File: src/rfp_pkg.sv
// rfp_pkg.sv: shared types and constants of the response frame parser
`timescale 1ns / 1ps
package rfp_pkg;

  typedef enum logic [3:0] {
    PH_IDLE  = 4'd0,
    PH_PRE   = 4'd1,
    PH_SC1   = 4'd2,
    PH_SC2   = 4'd3,
    PH_LEN   = 4'd4,
    PH_LCS   = 4'd5,
    PH_TFI   = 4'd6,
    PH_CODE  = 4'd7,
    PH_DATA  = 4'd8,
    PH_DCS   = 4'd9,
    PH_POST  = 4'd10,
    PH_DRAIN = 4'd11
  } phase_e;

  typedef enum logic [1:0] {
    ST_OK      = 2'd0,
    ST_INVALID = 2'd1,
    ST_NOSPACE = 2'd2
  } status_e;

  localparam logic OP_START = 1'b0;
  localparam logic OP_BYTE  = 1'b1;

  localparam logic KIND_DATA   = 1'b0;
  localparam logic KIND_STATUS = 1'b1;

  localparam logic [7:0] PREAMBLE_BYTE = 8'h00;
  localparam logic [7:0] START1_BYTE   = 8'h00;
  localparam logic [7:0] START2_BYTE   = 8'hFF;
  localparam logic [7:0] TO_HOST_BYTE  = 8'hD5;
  localparam logic [7:0] MIN_LEN       = 8'd2;

  typedef struct packed {
    logic       kind;
    logic [7:0] data_byte;
    logic [7:0] byte_index;
    logic [1:0] status;
    logic [7:0] payload_length;
  } result_t;

endpackage

File: src/rfp_in_if.sv
// rfp_in_if.sv: input channel carrying start and received byte items
`timescale 1ns / 1ps
interface rfp_in_if;
  logic       valid;
  logic       ready;
  logic       op;
  logic [7:0] rx_byte;
  logic [7:0] expected_command;
  logic [7:0] capacity;

  modport source (output valid, output op, output rx_byte, output expected_command,
                  output capacity, input ready);
  modport sink (input valid, input op, input rx_byte, input expected_command,
                input capacity, output ready);
endinterface

File: src/rfp_out_if.sv
// rfp_out_if.sv: output channel carrying payload bytes and frame status
`timescale 1ns / 1ps
interface rfp_out_if;
  logic       valid;
  logic       ready;
  logic       kind;
  logic [7:0] data_byte;
  logic [7:0] byte_index;
  logic [1:0] status;
  logic [7:0] payload_length;

  modport source (output valid, output kind, output data_byte, output byte_index,
                  output status, output payload_length, input ready);
  modport sink (input valid, input kind, input data_byte, input byte_index,
                input status, input payload_length, output ready);
endinterface

File: src/response_frame_parser_unit.sv
// response_frame_parser_unit.sv: top level of the response frame parser
// Takes one item per clock cycle, a start item or one received frame byte, and
// checks the frame header, length checksum, direction byte, reply code and data
// checksum as the bytes arrive. Each byte is handled in the cycle it is accepted
// and its result, a payload byte or the final frame status, appears in the output
// register on the next cycle. The output register is the only stage, so ready
// falls only while a result is held and the sink is not taking it; with the sink
// ready the block sustains one item per cycle.
`timescale 1ns / 1ps
module response_frame_parser_unit (
  input  logic        clk_i,
  input  logic        rst_ni,
  rfp_in_if.sink      in_i,
  rfp_out_if.source   out_o
);

  rfp_pkg::phase_e  phase_q, phase_d;
  logic [7:0]       remaining_q, remaining_d;
  logic [7:0]       sum_q, sum_d;
  logic [7:0]       exp_code_q, exp_code_d;
  logic [7:0]       room_q, room_d;
  logic [7:0]       index_q, index_d;
  logic             overflow_q, overflow_d;
  logic [7:0]       length_q, length_d;

  logic             out_valid_q, out_valid_d;
  rfp_pkg::result_t res_q, res_d;
  logic             res_valid;
  logic             in_acc;
  logic [7:0]       pay_len;
  logic [7:0]       rem_dec;

  assign in_i.ready = !out_valid_q || out_o.ready;
  assign in_acc     = in_i.valid && in_i.ready;
  assign pay_len    = length_q - rfp_pkg::MIN_LEN;
  assign rem_dec    = remaining_q - 8'd1;

  always_comb begin
    phase_d     = phase_q;
    remaining_d = remaining_q;
    sum_d       = sum_q;
    exp_code_d  = exp_code_q;
    room_d      = room_q;
    index_d     = index_q;
    overflow_d  = overflow_q;
    length_d    = length_q;
    res_valid   = 1'b0;
    res_d       = '0;
    if (in_i.op == rfp_pkg::OP_START) begin
      exp_code_d  = in_i.expected_command + 8'd1;
      room_d      = in_i.capacity;
      remaining_d = '0;
      sum_d       = '0;
      index_d     = '0;
      overflow_d  = 1'b0;
      length_d    = '0;
      phase_d     = rfp_pkg::PH_PRE;
    end else begin
      unique case (phase_q)
        rfp_pkg::PH_PRE: begin
          if (in_i.rx_byte != rfp_pkg::PREAMBLE_BYTE) begin
            res_valid = 1'b1;
          end else begin
            phase_d = rfp_pkg::PH_SC1;
          end
        end
        rfp_pkg::PH_SC1: begin
          if (in_i.rx_byte != rfp_pkg::START1_BYTE) begin
            res_valid = 1'b1;
          end else begin
            phase_d = rfp_pkg::PH_SC2;
          end
        end
        rfp_pkg::PH_SC2: begin
          if (in_i.rx_byte != rfp_pkg::START2_BYTE) begin
            res_valid = 1'b1;
          end else begin
            phase_d = rfp_pkg::PH_LEN;
          end
        end
        rfp_pkg::PH_LEN: begin
          length_d = in_i.rx_byte;
          phase_d  = rfp_pkg::PH_LCS;
        end
        rfp_pkg::PH_LCS: begin
          if ((length_q + in_i.rx_byte) != 8'd0 || length_q < rfp_pkg::MIN_LEN) begin
            res_valid = 1'b1;
          end else begin
            phase_d = rfp_pkg::PH_TFI;
          end
        end
        rfp_pkg::PH_TFI: begin
          if (in_i.rx_byte != rfp_pkg::TO_HOST_BYTE) begin
            res_valid = 1'b1;
          end else begin
            phase_d = rfp_pkg::PH_CODE;
          end
        end
        rfp_pkg::PH_CODE: begin
          if (in_i.rx_byte != exp_code_q) begin
            res_valid = 1'b1;
          end else begin
            index_d = '0;
            sum_d   = rfp_pkg::TO_HOST_BYTE + in_i.rx_byte;
            if (pay_len > room_q) begin
              overflow_d  = 1'b1;
              remaining_d = length_q;
              phase_d     = rfp_pkg::PH_DRAIN;
            end else begin
              remaining_d = pay_len;
              phase_d     = (pay_len == 8'd0) ? rfp_pkg::PH_DCS : rfp_pkg::PH_DATA;
            end
          end
        end
        rfp_pkg::PH_DATA: begin
          res_valid       = 1'b1;
          res_d.kind      = rfp_pkg::KIND_DATA;
          res_d.data_byte = in_i.rx_byte;
          res_d.byte_index = index_q;
          sum_d       = sum_q + in_i.rx_byte;
          index_d     = index_q + 8'd1;
          remaining_d = rem_dec;
          if (rem_dec == 8'd0) begin
            phase_d = rfp_pkg::PH_DCS;
          end
        end
        rfp_pkg::PH_DCS: begin
          if ((sum_q + in_i.rx_byte) != 8'd0) begin
            res_valid = 1'b1;
          end else begin
            phase_d = rfp_pkg::PH_POST;
          end
        end
        rfp_pkg::PH_POST: begin
          res_valid            = 1'b1;
          res_d.status         = rfp_pkg::ST_OK;
          res_d.payload_length = index_q;
        end
        rfp_pkg::PH_DRAIN: begin
          remaining_d = rem_dec;
          if (rem_dec == 8'd0) begin
            res_valid    = 1'b1;
            res_d.status = rfp_pkg::ST_NOSPACE;
          end
        end
        default: begin
          phase_d = rfp_pkg::PH_IDLE;
        end
      endcase
      // every result except a payload byte is a status that closes the frame
      if (res_valid && phase_q != rfp_pkg::PH_DATA) begin
        res_d.kind = rfp_pkg::KIND_STATUS;
        phase_d    = rfp_pkg::PH_IDLE;
        if (phase_q != rfp_pkg::PH_POST && phase_q != rfp_pkg::PH_DRAIN) begin
          res_d.status = rfp_pkg::ST_INVALID;
        end
      end
    end
  end

  always_comb begin
    out_valid_d = out_valid_q;
    if (in_acc) begin
      out_valid_d = res_valid;
    end else if (out_o.ready) begin
      out_valid_d = 1'b0;
    end
  end

  always_ff @(posedge clk_i or negedge rst_ni) begin
    if (!rst_ni) begin
      phase_q     <= rfp_pkg::PH_IDLE;
      remaining_q <= '0;
      sum_q       <= '0;
      exp_code_q  <= '0;
      room_q      <= '0;
      index_q     <= '0;
      overflow_q  <= 1'b0;
      length_q    <= '0;
      out_valid_q <= 1'b0;
    end else begin
      out_valid_q <= out_valid_d;
      if (in_acc) begin
        phase_q     <= phase_d;
        remaining_q <= remaining_d;
        sum_q       <= sum_d;
        exp_code_q  <= exp_code_d;
        room_q      <= room_d;
        index_q     <= index_d;
        overflow_q  <= overflow_d;
        length_q    <= length_d;
      end
    end
  end

  always_ff @(posedge clk_i) begin
    if (in_acc && res_valid) begin
      res_q <= res_d;
    end
  end

  assign out_o.valid          = out_valid_q;
  assign out_o.kind           = res_q.kind;
  assign out_o.data_byte      = res_q.data_byte;
  assign out_o.byte_index     = res_q.byte_index;
  assign out_o.status         = res_q.status;
  assign out_o.payload_length = res_q.payload_length;

  a_start_no_result : assert property (@(posedge clk_i) disable iff (!rst_ni)
    in_acc && in_i.op == rfp_pkg::OP_START |=> !out_valid_q)
    else $error("start item produced a result");

  a_status_ends_frame : assert property (@(posedge clk_i) disable iff (!rst_ni)
    in_acc && res_valid && res_d.kind == rfp_pkg::KIND_STATUS |=>
      phase_q == rfp_pkg::PH_IDLE)
    else $error("parser not idle after frame status");

  a_drain_overflow : assert property (@(posedge clk_i) disable iff (!rst_ni)
    phase_q == rfp_pkg::PH_DRAIN |-> overflow_q)
    else $error("draining without overflow");

  a_data_clean : assert property (@(posedge clk_i) disable iff (!rst_ni)
    out_valid_q && res_q.kind == rfp_pkg::KIND_DATA |->
      res_q.status == rfp_pkg::ST_OK && res_q.payload_length == 8'd0)
    else $error("payload item carries status fields");

  a_data_phase_room : assert property (@(posedge clk_i) disable iff (!rst_ni)
    phase_q == rfp_pkg::PH_DATA |-> remaining_q != 8'd0 && !overflow_q)
    else $error("payload phase with nothing left");

endmodule
File: src/flat_wrapper.sv
// flat-port wrapper written by rule: the top's interface ports become plain ports
module response_frame_parser_unit_flat 
  (clk_i, rst_ni, in_i_valid, in_i_op, in_i_rx_byte, in_i_expected_command, in_i_capacity, in_i_ready, out_o_valid, out_o_kind, out_o_data_byte, out_o_byte_index, out_o_status, out_o_payload_length, out_o_ready);
  rfp_in_if in_i_i ();
  rfp_out_if out_o_i ();
  input  logic clk_i;
  input  logic rst_ni;
  input wire logic [$bits(in_i_i.valid)-1:0] in_i_valid;
  input wire logic [$bits(in_i_i.op)-1:0] in_i_op;
  input wire logic [$bits(in_i_i.rx_byte)-1:0] in_i_rx_byte;
  input wire logic [$bits(in_i_i.expected_command)-1:0] in_i_expected_command;
  input wire logic [$bits(in_i_i.capacity)-1:0] in_i_capacity;
  output wire logic [$bits(in_i_i.ready)-1:0] in_i_ready;
  output wire logic [$bits(out_o_i.valid)-1:0] out_o_valid;
  output wire logic [$bits(out_o_i.kind)-1:0] out_o_kind;
  output wire logic [$bits(out_o_i.data_byte)-1:0] out_o_data_byte;
  output wire logic [$bits(out_o_i.byte_index)-1:0] out_o_byte_index;
  output wire logic [$bits(out_o_i.status)-1:0] out_o_status;
  output wire logic [$bits(out_o_i.payload_length)-1:0] out_o_payload_length;
  input wire logic [$bits(out_o_i.ready)-1:0] out_o_ready;
  assign in_i_i.valid = in_i_valid;
  assign in_i_i.op = in_i_op;
  assign in_i_i.rx_byte = in_i_rx_byte;
  assign in_i_i.expected_command = in_i_expected_command;
  assign in_i_i.capacity = in_i_capacity;
  assign in_i_ready = in_i_i.ready;
  assign out_o_valid = out_o_i.valid;
  assign out_o_kind = out_o_i.kind;
  assign out_o_data_byte = out_o_i.data_byte;
  assign out_o_byte_index = out_o_i.byte_index;
  assign out_o_status = out_o_i.status;
  assign out_o_payload_length = out_o_i.payload_length;
  assign out_o_i.ready = out_o_ready;
  response_frame_parser_unit u_core (.clk_i(clk_i), .rst_ni(rst_ni), .in_i(in_i_i), .out_o(out_o_i));
endmodule
File: config.mk
export PLATFORM = sky130hd
export DESIGN_NAME = response_frame_parser_unit_flat
export DESIGN_NICKNAME = d
export VERILOG_FILES = /design/src/rfp_pkg.sv /design/src/rfp_in_if.sv /design/src/rfp_out_if.sv /design/src/response_frame_parser_unit.sv /design/src/flat_wrapper.sv
export SDC_FILE = /design/constraint.sdc
export NUM_CORES = 1
export LEC_CHECK = 0
export ABC_AREA = 1
export BUFFER_PORTS_ARGS = -buffer_cell sky130_fd_sc_hd__buf_4
export CORE_ASPECT_RATIO = 0.7
export CORE_MARGIN = 1.5
export CORE_UTILIZATION = 30
export DETAILED_ROUTE_END_ITERATION = 16
export GPL_ROUTABILITY_DRIVEN = 0
export PLACE_DENSITY = 0.48
export SYNTH_ARGS = -nofsm -noshare
export SYNTH_HDL_FRONTEND = slang
export SYNTH_SLANG_ARGS = --single-unit
export TNS_END_PERCENT = 100
File: constraint.sdc
create_clock -name clk_i -period 3.75 [get_ports clk_i]
set_clock_uncertainty 0.05 [all_clocks]
set_input_delay 0.75 -clock clk_i [delete_from_list [all_inputs] [get_ports clk_i]]
set_output_delay 0.75 -clock clk_i [all_outputs]
set_load 0.05 [all_outputs]
==> flow_summary.toml <==
[worst_setup_path]
path_depth = 17
cp-start-kind = "flop"
path_cells = "inv_1 -> ha_1 -> nand3_1 -> nor2_1 -> nand2_1 -> xor2_1 -> inv_1 -> ha_1 -> nand2_1 -> nor2_1 -> nand2_1 -> o211ai_1 -> nand2_1 -> inv_1 -> nor2_1 -> o31ai_1 -> o21ai_0"
critPathLaunch = "u_core.length_q[1]"
max_stage_delay_ps = 510
cp-end-kind = "flop"
cpLargestDelayFamily = "simple AND/OR/NAND/NOR gates"
worstReg2RegEnd = "u_core.remaining_q[1]"
cpMaxStageDelayCell = "dfrtp_1"
cp_max_fo = 13
r2r_setup_slack_ps = 580
cp_num_buf_inv = 3
reg2reg_depth = 17
critPathArrivalTime_ps = 3330
cp_common_cell = "nand2_1"
r2r_start = "u_core.length_q[1]"
cp-endpoint = "u_core.remaining_q[1]"
crit_type = "reg2reg"
required_ps = 3910

[placement]
io_buffers = 57
dp_hpwl_mm = 10.8
dp_slack_ps = 501

[cts]
cts.sinks = 80
clock_path_buffers = 2
clk_latency_ps = 340
cts_hold_buf = 0
cts_root_buf = "clkbuf_16"
cts_setup_buffers = 0
cts_buffers = 9
h-tree-depth = 3
cts.clk_slew.worst_paths_ps = 60
cts_tree = "done"
cts-resized-gates = 0

[floorplanning]
initial_core_util_pct = 30.6
top_level_ports = 58
die_w_um = 161
core_um2 = 17200
dieArea_um2 = 18300
num_rows = 40
die-height_um = 114

[outcome]
status = "completed"

[logic_synthesis]
syn_area_per_cell_um2 = 7.40
seq_area_frac_synth_pct = 40.7
synth.most_common_cell = "nand2_1"
netlist_top_cells_count = "nand2_1 (194), inv_1 (100), nor2_1 (96)"
synth_top_area_share_pct = 25.2
synth_area_um2 = 5260
yosysUniqueCellTypes = 41
syn-num-nets = 771
yosys-top-cells-area = "dfrtp_1 (25%), edfxtp_1 (15%), nand2_1 (14%)"
async_reset_ff_share_pct = 66.3
synth-edff-count = 27
yosys.area.top_type = "dfrtp_1"
ys_ff_latch = 80
ys_warn_count = 0
synthCells = 710
synth_top_flop_cell = "dfrtp_1"

[power]
combPwrFrac_pct = 32.5
swShare_pct = 36.3
power.internal_mw = 1.88
p_leak_nw = 3.05
power_frac_seq_pct = 37.5
p_sw_mw = 1.07
clkPwrFrac_pct = 30.0
power_mw = 2.95
vdd_drop_max_v = 0.000189
p_per_area_nw_per_um2 = 473

[timing]
fin_hold_ws_ps = 414
period_needed_ps = 3170
slew_violations = 0
tightest_slew_ps = 747
rsz0062_at_grt = "no"
setup_viol = 0
finalWorstSetupSlack_ps = 582
hold_viol = 0
relSlewSlack_pct = 50.2
period_share_pct = 84.5
fmax_ghz = 0.316
setup_tns_ps = 0

[drt]
drt_drc_violations_left = 0
antenna_left = 0
wl_per_cell_um = 14.1
dr_total_vias = 4705
routed_wl_mm = 14.2
first_iter_violations = 259
via_per_inst = 4.68
drt-pass1-iter-count = 5

[final_layout]
antennaDiodeCount = 0
layout-drive-gt1-share_pct = 12.0
final_nets = 830
post-route-util_pct = 36.3
area_growth_pct = 18.6

[global_route]
grt_use_total_pct = 16.5
gr-total-overflow = 0
grt_pass1_vias = 4546
grt_pass1_wl_mm = 23.6
antenna_found_initial = 0
grt_max_degree = 54

[hold_path]
hold_class = "in2async"

[job]
cap_violations = 0
[cells by family after synthesis]
| family | Yosys count | share of synthesized area [%] |
|---|---|---|
| multiplexers | 1 | 0.190 |
| AND/OR/NAND/NOR | 360 | 29.1 |
| buffers and inverters | 117 | 8.59 |
| XOR/XNOR | 16 | 2.67 |
| adder cells (fa/ha/maj) | 32 | 7.90 |
| flip-flops | 80 | 40.7 |
| AO/OA/AOI/OAI | 104 | 10.9 |
[how the worst min path moves through the flow]
stage,depth (start not counted),end
after floorplan,1,u_core.index_q[7]
after global placement,1,u_core.index_q[7]
after detailed placement,1,u_core.index_q[7]
after CTS,1,u_core.index_q[7]
after global routing,1,u_core.out_o.valid
final,1,u_core.index_q[7]
[power groups by stage]
stage	registers [mW]	logic (mW)	clock network [mW]
final	1.11	0.960	0.884
after global routing	1.12	1.10	0.939
after CTS	1.11	0.961	0.912
after detailed placement	1.12	0.956	0
after global placement	1.12	0.953	0
after floorplan	1.20	0.613	0
[layout make-up]
| type | instances | area [µm²] |
|---|---|---|
| clock buffers | 13 | 250 |
| clock inverters | 3 | 43.8 |
| fillers | 1816 | 10900 |
| inverters | 106 | 400 |
| multi-input cells | 513 | 2670 |
| flip-flops and latches | 80 | 2140 |
| well taps | 231 | 289 |
| repair buffers | 59 | 443 |
[registers in the layout, summed over array words and instances, names as in the netlist, 2 cells and up]
register,flops
u_core.out_o.byte_index,8
u_core.exp_code_q,8
u_core.room_q,8
u_core.sum_q,8
u_core.index_q,8
u_core.out_o.payload_length,8
u_core.length_q,8
u_core.out_o.status,2
u_core.phase_q,4
u_core.remaining_q,8
u_core.out_o.data_byte,8
[layout by cell type (no fill, tap or decap), types with 2 or more instances in the layout]
cell type and count:
nand2_1 194, inv_1 100, nor2_1 95, buf_4 59, o21ai_0 54, dfrtp_1 53, nand3_1 35, ha_1 30
a21oi_1 27, edfxtp_1 27, xor2_1 13, o22ai_1 10, clkbuf_16 9, nand4_1 8, nor3_1 6, inv_2 5
nand3b_1 5, o211ai_1 5, xnor2_1 3, o21ai_1 3, or2_2 3, nor2_2 3, clkbuf_1 3, nand2_4 2
fa_1 2
[metal layers]
metal  up-vias  track usage, %  share of wire (%)
li1       2412               -                  -
met1      2178            23.5                 51
met2       102            25.1                 43
met3        13            3.24                5.1
met4         0            5.25                1.1
met5         -               0                  0
[metrics by stage]
| stage | instance area, µm² | instances |
|---|---|---|
| detailed placement | 5940 | 989 |
| floorplan | 5260 | 710 |
| global placement | 5940 | 989 |
| finish | 6230 | 1005 |
| CTS | 6230 | 1005 |
| global route | 6230 | 1005 |
(Power assumes the default switching activity.)
